==> src/rtl/jsu_pkg.sv <==
package jsu_pkg;

    // result kinds
    localparam logic [1:0] KIND_DATA = 2'd0;
    localparam logic [1:0] KIND_END  = 2'd1;
    localparam logic [1:0] KIND_ERR  = 2'd2;

    // error codes
    localparam logic [2:0] ERR_NONE      = 3'd0;
    localparam logic [2:0] ERR_MISSQUOTE = 3'd1;
    localparam logic [2:0] ERR_ESCAPE    = 3'd2;
    localparam logic [2:0] ERR_HEX       = 3'd3;
    localparam logic [2:0] ERR_SURROGATE = 3'd4;
    localparam logic [2:0] ERR_CTRL      = 3'd5;

    // characters of interest
    localparam logic [7:0] CH_NUL    = 8'h00;
    localparam logic [7:0] CH_QUOTE  = 8'h22;
    localparam logic [7:0] CH_BSLASH = 8'h5C;
    localparam logic [7:0] CH_SLASH  = 8'h2F;
    localparam logic [7:0] CH_B      = 8'h62;
    localparam logic [7:0] CH_F      = 8'h66;
    localparam logic [7:0] CH_N      = 8'h6E;
    localparam logic [7:0] CH_R      = 8'h72;
    localparam logic [7:0] CH_T      = 8'h74;
    localparam logic [7:0] CH_U      = 8'h75;
    localparam logic [7:0] CH_SPACE  = 8'h20;

    // decoded control characters
    localparam logic [7:0] CC_BS = 8'h08;
    localparam logic [7:0] CC_FF = 8'h0C;
    localparam logic [7:0] CC_LF = 8'h0A;
    localparam logic [7:0] CC_CR = 8'h0D;
    localparam logic [7:0] CC_HT = 8'h09;

    // utf-16 surrogate ranges, by the top six bits of a unit
    localparam logic [5:0] SURR_HIGH_TAG = 6'b110110;
    localparam logic [5:0] SURR_LOW_TAG  = 6'b110111;
    localparam logic [20:0] SUPP_BASE    = 21'h10000;

    // group of up to four results caused by one input byte
    typedef struct packed {
        logic [2:0]      count;
        logic [1:0]      kind;
        logic [2:0]      err;
        logic [3:0][7:0] bytes;
    } t_group;

    // hex digit decode: bit 4 is valid, bits 3:0 the value
    function automatic logic [4:0] hex_digit(input logic [7:0] b);
        logic [4:0] r;
        r = 5'd0;
        if (b >= 8'h30 && b <= 8'h39) begin
            r = {1'b1, b[3:0]};
        end else if ((b >= 8'h41 && b <= 8'h46) || (b >= 8'h61 && b <= 8'h66)) begin
            r = {1'b1, b[3:0] + 4'd9};
        end
        return r;
    endfunction

endpackage

==> src/rtl/jsu_utf8_enc.sv <==
module jsu_utf8_enc (
    input  logic [20:0]      i_cp,
    output logic [2:0]       o_count,
    output logic [3:0][7:0]  o_bytes
);
    always_comb begin
        o_bytes = '0;
        if (i_cp[20:7] == 14'd0) begin
            o_count    = 3'd1;
            o_bytes[0] = {1'b0, i_cp[6:0]};
        end else if (i_cp[20:11] == 10'd0) begin
            o_count    = 3'd2;
            o_bytes[0] = {3'b110, i_cp[10:6]};
            o_bytes[1] = {2'b10, i_cp[5:0]};
        end else if (i_cp[20:16] == 5'd0) begin
            o_count    = 3'd3;
            o_bytes[0] = {4'b1110, i_cp[15:12]};
            o_bytes[1] = {2'b10, i_cp[11:6]};
            o_bytes[2] = {2'b10, i_cp[5:0]};
        end else begin
            o_count    = 3'd4;
            o_bytes[0] = {5'b11110, i_cp[20:18]};
            o_bytes[1] = {2'b10, i_cp[17:12]};
            o_bytes[2] = {2'b10, i_cp[11:6]};
            o_bytes[3] = {2'b10, i_cp[5:0]};
        end
    end
endmodule

==> src/rtl/jsu_scan.sv <==
module jsu_scan (
    input  logic             i_clk,
    input  logic             i_rst_n,
    input  logic             i_step,
    input  logic [7:0]       i_byte,
    output jsu_pkg::t_group  o_group
);
    import jsu_pkg::*;

    typedef enum logic [2:0] {
        ST_NORMAL  = 3'd0,
        ST_ESC     = 3'd1,
        ST_HEX1    = 3'd2,
        ST_WANT_BS = 3'd3,
        ST_WANT_U  = 3'd4,
        ST_HEX2    = 3'd5
    } t_mode;

    t_mode       r_mode, n_mode;
    logic [1:0]  r_cnt, n_cnt;
    logic [9:0]  r_first, n_first;
    logic [15:0] r_acc, n_acc;

    logic [4:0]      hex;
    logic [15:0]     acc_new;
    logic [20:0]     enc_cp;
    logic [2:0]      enc_count;
    logic [3:0][7:0] enc_bytes;

    assign hex     = hex_digit(i_byte);
    assign acc_new = {r_acc[11:0], hex[3:0]};
    // second group forms a supplementary code point, first group stands alone
    assign enc_cp  = (r_mode == ST_HEX2) ? ({1'b0, r_first, acc_new[9:0]} + SUPP_BASE)
                                         : {5'd0, acc_new};

    jsu_utf8_enc u_enc (
        .i_cp    (enc_cp),
        .o_count (enc_count),
        .o_bytes (enc_bytes)
    );

    always_comb begin
        n_mode  = r_mode;
        n_cnt   = r_cnt;
        n_first = r_first;
        n_acc   = r_acc;
        o_group = '0;
        o_group.kind = KIND_DATA;
        o_group.err  = ERR_NONE;
        case (r_mode)
            ST_ESC: begin
                n_mode        = ST_NORMAL;
                o_group.count = 3'd1;
                case (i_byte)
                    CH_QUOTE:  o_group.bytes[0] = CH_QUOTE;
                    CH_BSLASH: o_group.bytes[0] = CH_BSLASH;
                    CH_SLASH:  o_group.bytes[0] = CH_SLASH;
                    CH_B:      o_group.bytes[0] = CC_BS;
                    CH_F:      o_group.bytes[0] = CC_FF;
                    CH_N:      o_group.bytes[0] = CC_LF;
                    CH_R:      o_group.bytes[0] = CC_CR;
                    CH_T:      o_group.bytes[0] = CC_HT;
                    CH_U: begin
                        n_mode        = ST_HEX1;
                        n_cnt         = 2'd0;
                        n_acc         = 16'd0;
                        o_group.count = 3'd0;
                    end
                    default: begin
                        o_group.kind = KIND_ERR;
                        o_group.err  = ERR_ESCAPE;
                    end
                endcase
            end
            ST_HEX1, ST_HEX2: begin
                if (!hex[4]) begin
                    n_mode        = ST_NORMAL;
                    n_cnt         = 2'd0;
                    n_acc         = 16'd0;
                    o_group.count = 3'd1;
                    o_group.kind  = KIND_ERR;
                    o_group.err   = ERR_HEX;
                end else if (r_cnt != 2'd3) begin
                    n_cnt = r_cnt + 2'd1;
                    n_acc = acc_new;
                end else begin
                    n_cnt  = 2'd0;
                    n_acc  = 16'd0;
                    n_mode = ST_NORMAL;
                    if (r_mode == ST_HEX1 && acc_new[15:10] == SURR_HIGH_TAG) begin
                        // high surrogate, hold it for the low half
                        n_first = acc_new[9:0];
                        n_mode  = ST_WANT_BS;
                    end else if (r_mode == ST_HEX2 && acc_new[15:10] != SURR_LOW_TAG) begin
                        o_group.count = 3'd1;
                        o_group.kind  = KIND_ERR;
                        o_group.err   = ERR_SURROGATE;
                    end else begin
                        o_group.count = enc_count;
                        o_group.bytes = enc_bytes;
                    end
                end
            end
            ST_WANT_BS: begin
                if (i_byte == CH_BSLASH) begin
                    n_mode = ST_WANT_U;
                end else begin
                    n_mode        = ST_NORMAL;
                    o_group.count = 3'd1;
                    o_group.kind  = KIND_ERR;
                    o_group.err   = ERR_SURROGATE;
                end
            end
            ST_WANT_U: begin
                if (i_byte == CH_U) begin
                    n_mode = ST_HEX2;
                    n_cnt  = 2'd0;
                    n_acc  = 16'd0;
                end else begin
                    n_mode        = ST_NORMAL;
                    o_group.count = 3'd1;
                    o_group.kind  = KIND_ERR;
                    o_group.err   = ERR_SURROGATE;
                end
            end
            default: begin
                n_mode        = ST_NORMAL;
                o_group.count = 3'd1;
                if (i_byte == CH_QUOTE) begin
                    o_group.kind = KIND_END;
                end else if (i_byte == CH_BSLASH) begin
                    n_mode        = ST_ESC;
                    o_group.count = 3'd0;
                end else if (i_byte == CH_NUL) begin
                    o_group.kind = KIND_ERR;
                    o_group.err  = ERR_MISSQUOTE;
                end else if (i_byte < CH_SPACE) begin
                    o_group.kind = KIND_ERR;
                    o_group.err  = ERR_CTRL;
                end else begin
                    o_group.bytes[0] = i_byte;
                end
            end
        endcase
    end

    always_ff @(posedge i_clk) begin
        if (!i_rst_n) begin
            r_mode  <= ST_NORMAL;
            r_cnt   <= 2'd0;
            r_first <= 10'd0;
            r_acc   <= 16'd0;
        end else if (i_step) begin
            r_mode  <= n_mode;
            r_cnt   <= n_cnt;
            r_first <= n_first;
            r_acc   <= n_acc;
        end
    end
endmodule

==> src/rtl/json_string_unescape_utf8.sv <==
// channel | direction | handshake                  | payload
// --------+-----------+----------------------------+-----------------------------------------
// input   | in        | i_in_valid / o_in_ready    | i_in_byte
// result  | out       | o_out_valid / i_out_ready  | o_kind, o_out_byte, o_error_code, o_last
//
// one input byte is taken per cycle while the result group register is free; a byte
// that yields n results (n = 1..4) holds that register until all n are sent, one that yields none leaves it free
// a byte passes through the input register, then is decoded into the result group register
// the rate is set by the result group register, which drains one result per cycle while the output is ready
// reset is synchronous active low and clears the scan state and both valid flags
// a stalled output holds its result; the input register can still take one byte meanwhile if it is empty
module json_string_unescape_utf8 (
    input  logic        i_clk,
    input  logic        i_rst_n,
    input  logic        i_in_valid,
    output logic        o_in_ready,
    input  logic [7:0]  i_in_byte,
    output logic        o_out_valid,
    input  logic        i_out_ready,
    output logic [1:0]  o_kind,
    output logic [7:0]  o_out_byte,
    output logic [2:0]  o_error_code,
    output logic        o_last
);
    import jsu_pkg::*;

    // input register
    logic       r_in_valid;
    logic [7:0] r_in_byte;

    // result group register: results still to send and the one being shown
    t_group     r_grp;
    logic [2:0] r_rem;
    logic [1:0] r_idx;

    t_group     dec_group;
    logic       grp_free;
    logic       load;
    logic       out_fire;

    assign out_fire = o_out_valid && i_out_ready;
    // group frees up when empty or when its final result leaves this cycle
    assign grp_free = (r_rem == 3'd0) || (r_rem == 3'd1 && i_out_ready);
    assign load     = r_in_valid && grp_free;
    // input register refills when it is empty or when its byte loads into the group
    assign o_in_ready = !r_in_valid || load;

    // decode the held byte against the scan state; state advances on load
    jsu_scan u_scan (
        .i_clk   (i_clk),
        .i_rst_n (i_rst_n),
        .i_step  (load),
        .i_byte  (r_in_byte),
        .o_group (dec_group)
    );

    always_ff @(posedge i_clk) begin
        if (!i_rst_n) begin
            r_in_valid <= 1'b0;
        end else if (o_in_ready) begin
            r_in_valid <= i_in_valid;
        end
    end

    // byte payload, no reset needed
    always_ff @(posedge i_clk) begin
        if (o_in_ready) begin
            r_in_byte <= i_in_byte;
        end
    end

    always_ff @(posedge i_clk) begin
        if (!i_rst_n) begin
            r_rem <= 3'd0;
            r_idx <= 2'd0;
        end else if (load) begin
            r_rem <= dec_group.count;
            r_idx <= 2'd0;
        end else if (out_fire) begin
            r_rem <= r_rem - 3'd1;
            r_idx <= r_idx + 2'd1;
        end
    end

    always_ff @(posedge i_clk) begin
        if (load) begin
            r_grp <= dec_group;
        end
    end

    // result outputs come straight off the group register
    assign o_out_valid  = (r_rem != 3'd0);
    assign o_kind       = r_grp.kind;
    assign o_out_byte   = r_grp.bytes[r_idx];
    assign o_error_code = r_grp.err;
    assign o_last       = (r_rem == 3'd1);

    // an end marker or an error is always the only, and so the final, result
    a_end_err_last: assert property (@(posedge i_clk) disable iff (!i_rst_n)
        o_out_valid && o_kind != KIND_DATA |-> o_last)
        else $error("end or error result not marked last");

    // only data results carry a byte
    a_nondata_zero: assert property (@(posedge i_clk) disable iff (!i_rst_n)
        o_out_valid && o_kind != KIND_DATA |-> o_out_byte == 8'd0)
        else $error("non-data result carries a byte");

    // error code present exactly on error results
    a_err_code: assert property (@(posedge i_clk) disable iff (!i_rst_n)
        o_out_valid |-> ((o_kind == KIND_ERR) == (o_error_code != ERR_NONE)))
        else $error("error code does not match result kind");

    // a utf-8 sequence is not cut short: more results follow a non-final one
    a_seq_cont: assert property (@(posedge i_clk) disable iff (!i_rst_n)
        out_fire && !o_last |=> o_out_valid && o_kind == KIND_DATA)
        else $error("multi-byte sequence broken");
endmodule

==> config.mk <==
export PLATFORM = sky130hd
export DESIGN_NAME = json_string_unescape_utf8
export DESIGN_NICKNAME = d
export VERILOG_FILES = /design/src/rtl/jsu_pkg.sv /design/src/rtl/jsu_utf8_enc.sv /design/src/rtl/jsu_scan.sv /design/src/rtl/json_string_unescape_utf8.sv
export SDC_FILE = /design/constraint.sdc
export NUM_CORES = 1
export LEC_CHECK = 0
export BUFFER_PORTS_ARGS = -buffer_cell sky130_fd_sc_hd__buf_4
export CAP_MARGIN = 20
export CORE_MARGIN = 3
export CORE_UTILIZATION = 61
export DETAILED_ROUTE_END_ITERATION = 16
export PLACE_DENSITY = 0.8
export SLEW_MARGIN = 20
export SYNTH_ARGS = -nofsm -noshare
export SYNTH_HDL_FRONTEND = slang
export SYNTH_SLANG_ARGS = --single-unit
export TNS_END_PERCENT = 10
==> constraint.sdc <==
create_clock -name i_clk -period 4.44 [get_ports i_clk]
set_clock_uncertainty 0.15 [all_clocks]
set_input_delay 0 -clock i_clk [delete_from_list [all_inputs] [get_ports i_clk]]
set_output_delay 0 -clock i_clk [all_outputs]
set_load 0.05 [all_outputs]
After elaboration in Yosys (flattened, before gate mapping). Cells that the tools add are included. Widths: inputs -> output; s select.

Bits of input ports: 12. Output and inout bits: 16. Logic and storage cells: 144. Flip-flop bits (word level): 78.

Add/subtract/negate cells: 5. Magnitude comparators: 8. Eq/ne operators: 20. Mux-type cells: 60. Bitwise logic cells: 4. Reduce and logical (&&, ||, !) cells: 31.

Operators by type and width (number): $mux 40 (2); $mux 24 (3); $mux 8 (9); $eq 8x7->1 const B (7); $pmux 7 s8 (1); $mux 12 (3); $mux 3 (12); $mux 5 (7); $mux 16 (2); $mux 32 (1); $pmux 8 s4 (1); $pmux 12 s2 (1); $pmux 8 s3 (1); $mux 22 (1); $add 20x17->21 const B (1); $mux 21 (1); $bmux 8 s2 (1); $eq 8x6->1 const B (2); $ge 8x7->1 const B (2); $le 8x7->1 const B (2); $logic_not 14->1 (1); $mux 2 (6); $mux 6 (2); $pmux 3 s4 (1); other kinds (35) (58).

Depth between registers and ports, before layout.
Depth in word-level cells: 19. Mapped depth: 11. Depth with buffers taken out: 8.

Modules after synthesis. A second synthesis with hierarchy kept.

Cells, all modules: 491. Area total of the unflattened synthesis: 4857.2 um^2.

By module, submodules not included: jsu_scan (cells an instance 307, area an instance 2358.5 um^2, sequential area each 540.5 um^2, instances 1); json_string_unescape_utf8 (cells an instance 99, area an instance 1943.1 um^2, sequential area each 1471.4 um^2, instances 1); jsu_utf8_enc (cells an instance 85, area an instance 555.5 um^2, sequential area each 0.0 um^2, instances 1).

Worst setup path before layout. No wires, ideal clock.

Path type: register to register. Start: register r_rem[0]. End: register u_scan.r_cnt[1]. Path slack: 0.821 ns. Clock period less this slack: 3.619 ns. Setup time: 0.128 ns. Arrival time: 3.341 ns. Required time: 4.162 ns. Buffers on the path: 3. Stages on the path, launching flop included: 12. Cell sequence: dfxtp_1 -> inv_1 -> ha_1 -> a21oi_1 -> or3b_2 -> clkbuf_1 -> inv_1 -> clkbuf_1 -> o31ai_1 -> clkbuf_1 -> a32oi_1 -> nor2_1.

Cells in the longest elaborated chain, start to end: 5. Elaborated cells between the ends (all ways): 6. Those cells by class: eq/ne: 1; reduce/logical: 5.

RTL lines: start: declaration (line json_string_unescape_utf8.sv:33) `logic [2:0] r_rem;`; start signal: assignment (line json_string_unescape_utf8.sv:77) `r_rem <= dec_group.count;`; start signal: assignment (line json_string_unescape_utf8.sv:80) `r_rem <= r_rem - 3'd1;`; $eq 3x1->1 (line json_string_unescape_utf8.sv:43) `assign grp_free = (r_rem == 3'd0) || (r_rem == 3'd1 && i_out_ready);`; $logic_and 1x1->1 (line json_string_unescape_utf8.sv:43); $logic_or 1x1->1 (*) (line json_string_unescape_utf8.sv:43); $logic_and 1x1->1 (*) (line json_string_unescape_utf8.sv:44) `assign load = r_in_valid && grp_free;`; net load (line json_string_unescape_utf8.sv:38) `logic load;`; $reduce_and 3->1 (no source line) (*); end signal: assignment (line jsu_scan.sv:155) `r_cnt <= n_cnt;`; end: declaration (line jsu_scan.sv:20) `logic [1:0] r_cnt, n_cnt;`.

The timed path passes the listed nets; every way through them passes the cells marked *. A chain may end at the register's enable or synchronous reset.

Final worst setup path.
Start: register u_scan.r_mode[1]. End: register r_grp[9] (netlist bit), data pin.

Cells in the longest elaborated chain, start to end: 7. Elaborated cells between the ends (all ways): 15. Those cells by class: eq/ne: 2; mux: 5; bitwise: 1; reduce/logical: 7.

RTL lines: start: declaration (line jsu_scan.sv:19) `t_mode r_mode, n_mode;`; start signal: assignment (line jsu_scan.sv:154) `r_mode <= n_mode;`; $eq 3x3->1 (line jsu_scan.sv:33, jsu_scan.sv:50, jsu_scan.sv:94); $mux 21 (line jsu_scan.sv:33) `assign enc_cp = (r_mode == ST_HEX2) ? ({1'b0, r_first, acc_new[9:0]} + SUPP_BASE)`; $logic_not 5->1 (line jsu_utf8_enc.sv:15) `end else if (i_cp[20:16] == 5'd0) begin`; $mux 22 (line jsu_utf8_enc.sv:15); $mux 24 (2 in a row); $mux 16 (line jsu_utf8_enc.sv:11) `end else if (i_cp[20:11] == 10'd0) begin`; end signal: assignment (line json_string_unescape_utf8.sv:87) `r_grp <= dec_group;`; end: declaration (line json_string_unescape_utf8.sv:32) `t_group r_grp;`.

Parallel ways exist; a longest one is shown, timed or not. The select of a mux whose other input is x is not followed.

==> out/metrics.yaml <==
synthesis.nets: 503
avgSynthCellArea_um2: 9.43
netlist_area_um2: 4540
chipWidth_um: 92.2
avgRoutedWirePerCell_um: 20.2
antenna_found_initial: 0
cts_tree: "yes"
utilization_pct: 72.9
yosys_warnings: 0
finalCriticalPeriod_ps: 3250
async_reset_ff_share_pct: 0
critPathLaunchType: "register"
coreArea_um2: 6980
ios: 28
regToRegSetupSlack_ps: 1190
rr_endpoint: "r_grp[9]"
setup.worst_path.end_class: "register"
synth-edff-count: 42
clk_path_buf_depth: 2
hp-start: "i_in_byte[0]"
critPathTopFamily: "compound AO/OA/AOI/OAI gates"
grt-ovfl-total: 0
finalInstanceArea_um2: 5090
p_leak_nw: 1.85
area_growth_pct: 12.2
rows: 30
grt_pass1_vias: 3766
antenna_left: 0
clock_latency_ps: 360
worstMarginPinSlew_ps: 978
required_ps: 4360
hold_path_depth: 2
r2r-start: "u_scan.r_mode[1]"
grt_pass1_wl_um: 19600
die_h_um: 92.2
dr.pass1.iters: 6
fin_crit_sh_pct: 73.1
p_per_area_nw_per_um2: 497
cts_buffers: 9
path_buf_inv: 1
clkTransAtPathRegs_ps: 90
drt_drc_violations_left: 0
status: "complete, no violations"
track_usage_pct: 29.5
dieArea_um2: 8510
hold_viol: 0
dpl_cell_area_um2: 4740
vias: 4087
synthFlopType: "edfxtp_1"
final-setup-viol-count: 0
start_util_pct: 65.0
place.port_buffers: 27
cts_setup_buffers: 0
relSlewSlack_pct: 34.7
cts_max_level: 3
peakVddDrop_uv: 281
crit_slowest_cell: "o211ai_2"
gp_congestion: 0.961
drive_gt1_share_pct: 13.4
vias_per_cell: 6.77
cp.arrival_ps: 3170
crit_top_cell: "a21oi_1"
rr_worst_depth: 6
ys_types: 68
crit_type: "reg -> reg"
dp_hpwl_um: 8530
slew_viol_final: 0
power_w: 0.00253
cp_cell_sequence: "and3b_1 -> buf_4 -> nor3b_1 -> a21oi_1 -> o211ai_2 -> a21oi_1"
n_antenna_cell: 0
crit_path_max_incr_delay_ps: 710
final_nets: 525
cts-root-buf: "clkbuf_8"
postRouteWirelength_um: 12200
fmax_mhz: 308
clock_sinks: 75
ys_ff_latch: 75
maxCapViolCount: 0
drtIter0Drc: 660
rsz0062_at_grt: "no"
hold_path_end: "r_in_byte[0]"
min_path_type: "in -> reg"
fin_tns_setup_ps: 0
ys_seq_area_share_pct: 42.4
crit_path_max_fanout: 18
grt_max_degree: 38
syn_inst: 481
whs_ps: 210
state kept, by name, summed over array words and instances (netlist names), 3 cells and up:
name / flops
u_scan.r_first: 10
u_scan.r_acc: 12
r_rem: 3
u_scan.r_mode: 3
o_error_code: 3
r_in_byte: 8
r_grp: 29
power by group:
| group | internal, W | switching, W | total (W) |
|---|---|---|---|
| Clock | 0.000327 | 0.000276 | 0.000603 |
| Combinational | 0.000322 | 0.000609 | 0.000931 |
| Sequential | 0.000876 | 0.000121 | 0.000996 |
| Total | 0.00152 | 0.00101 | 0.00253 |
routing by layer:
metal	part of all wire (%)	wire (µm)	global-route usage, %
met3	9.5	1150	5.66
met1	43	5250	41.6
met4	2.6	311	12.3
met2	45	5480	44.8
met5	0	0	0
cell families (layout without fill, tap and decap cells):
kind of cell / count (synthesis) / in the layout / synth area share, %
XOR/XNOR: 7 / 7 / 1.35
multiplexers: 19 / 19 / 6.15
AO/OA/AOI/OAI: 143 / 143 / 22.2
AND/OR/NAND/NOR: 172 / 172 / 19.8
adder cells (fa/ha/maj): 10 / 10 / 2.76
buffers and inverters: 55 / 82 / 5.32
flip-flops: 75 / 75 / 42.4
through the flow:
step / worst slack [ps] / std cells
5_1_grt: 956 / 604
2_1_floorplan: 821 / 481
3_5_place_dp: 1300 / 576
3_3_place_gp: 1370 / 576
4_1_cts: 1280 / 604
6_report: 1190 / 604
synth_stat cells (4+ instances only):
master,count,area share [%]
o21ai_0,16,1.8
mux4_2,7,3.5
ha_1,10,2.8
buf_4,5,0.83
inv_1,21,1.7
or3_1,5,0.69
a311oi_1,5,0.97
xnor2_1,4,0.77
nand2b_1,5,0.69
a31oi_1,6,0.83
a21oi_1,34,3.8
nor2_1,45,3.7
a211oi_1,11,1.8
o211ai_1,8,1.3
a221oi_1,4,0.77
nand3_1,4,0.44
mux2i_1,11,2.4
o21ai_1,5,0.55
nor2b_1,4,0.55
a22oi_1,14,2.3
nand2_1,42,3.5
a21o_1,4,0.66
a32oi_1,4,0.77
a31o_2,4,0.77
edfxtp_1,42,28
dfxtp_1,33,15
clkbuf_1,23,1.9
nor4_1,13,1.8
nor3_1,18,2.0
nand3b_1,6,0.99
o31ai_1,4,0.66
nor3b_1,7,1.2
layout by cell type, fill, tap and decap left out, types with 6 or more instances in the layout:
master          n
nor2_1         45
nand2_1        42
edfxtp_1       42
a21oi_1        34
buf_4          33
dfxtp_1        33
inv_1          21
nor3_1         18
o21ai_0        16
a22oi_1        14
nor4_1         13
dlygate4sd3_1  12
a211oi_1       11
mux2i_1        11
ha_1           10
clkbuf_8        9
o211ai_1        8
mux4_2          7
nor3b_1         7
a31oi_1         6
nand3b_1        6
how the worst max path moves through the flow:
stage | from | endpoint | slack (ps) | cells past startpoint
2_1_floorplan | r_rem[0] | u_scan.r_cnt[1] | 820 | 11
3_3_place_gp | r_in_byte[3] | r_grp[1] | 1370 | 5
3_5_place_dp | u_scan.r_acc[7] | r_grp[9] | 1300 | 5
4_1_cts | u_scan.r_acc[7] | r_grp[9] | 1280 | 5
5_1_grt | u_scan.r_acc[11] | r_grp[27] | 960 | 5
6_report | u_scan.r_mode[1] | r_grp[9] | 1190 | 6
what timing repair did:
action                                 in CTS  in global routing
gates resized for setup                     0                  0
hold buffers                               12                  0
endpoints found under the hold margin      14                  0
area by class of cell:
class / instances / area (µm²)
flip-flops and latches: 75 / 1920
fillers: 539 / 1890
clock buffers: 9 / 124
multi-input cells: 351 / 2370
clock inverters: 7 / 106
well taps: 96 / 120
repair buffers: 45 / 368
inverters: 21 / 78.8
No activity file was read; power rests on OpenSTA's default activity.
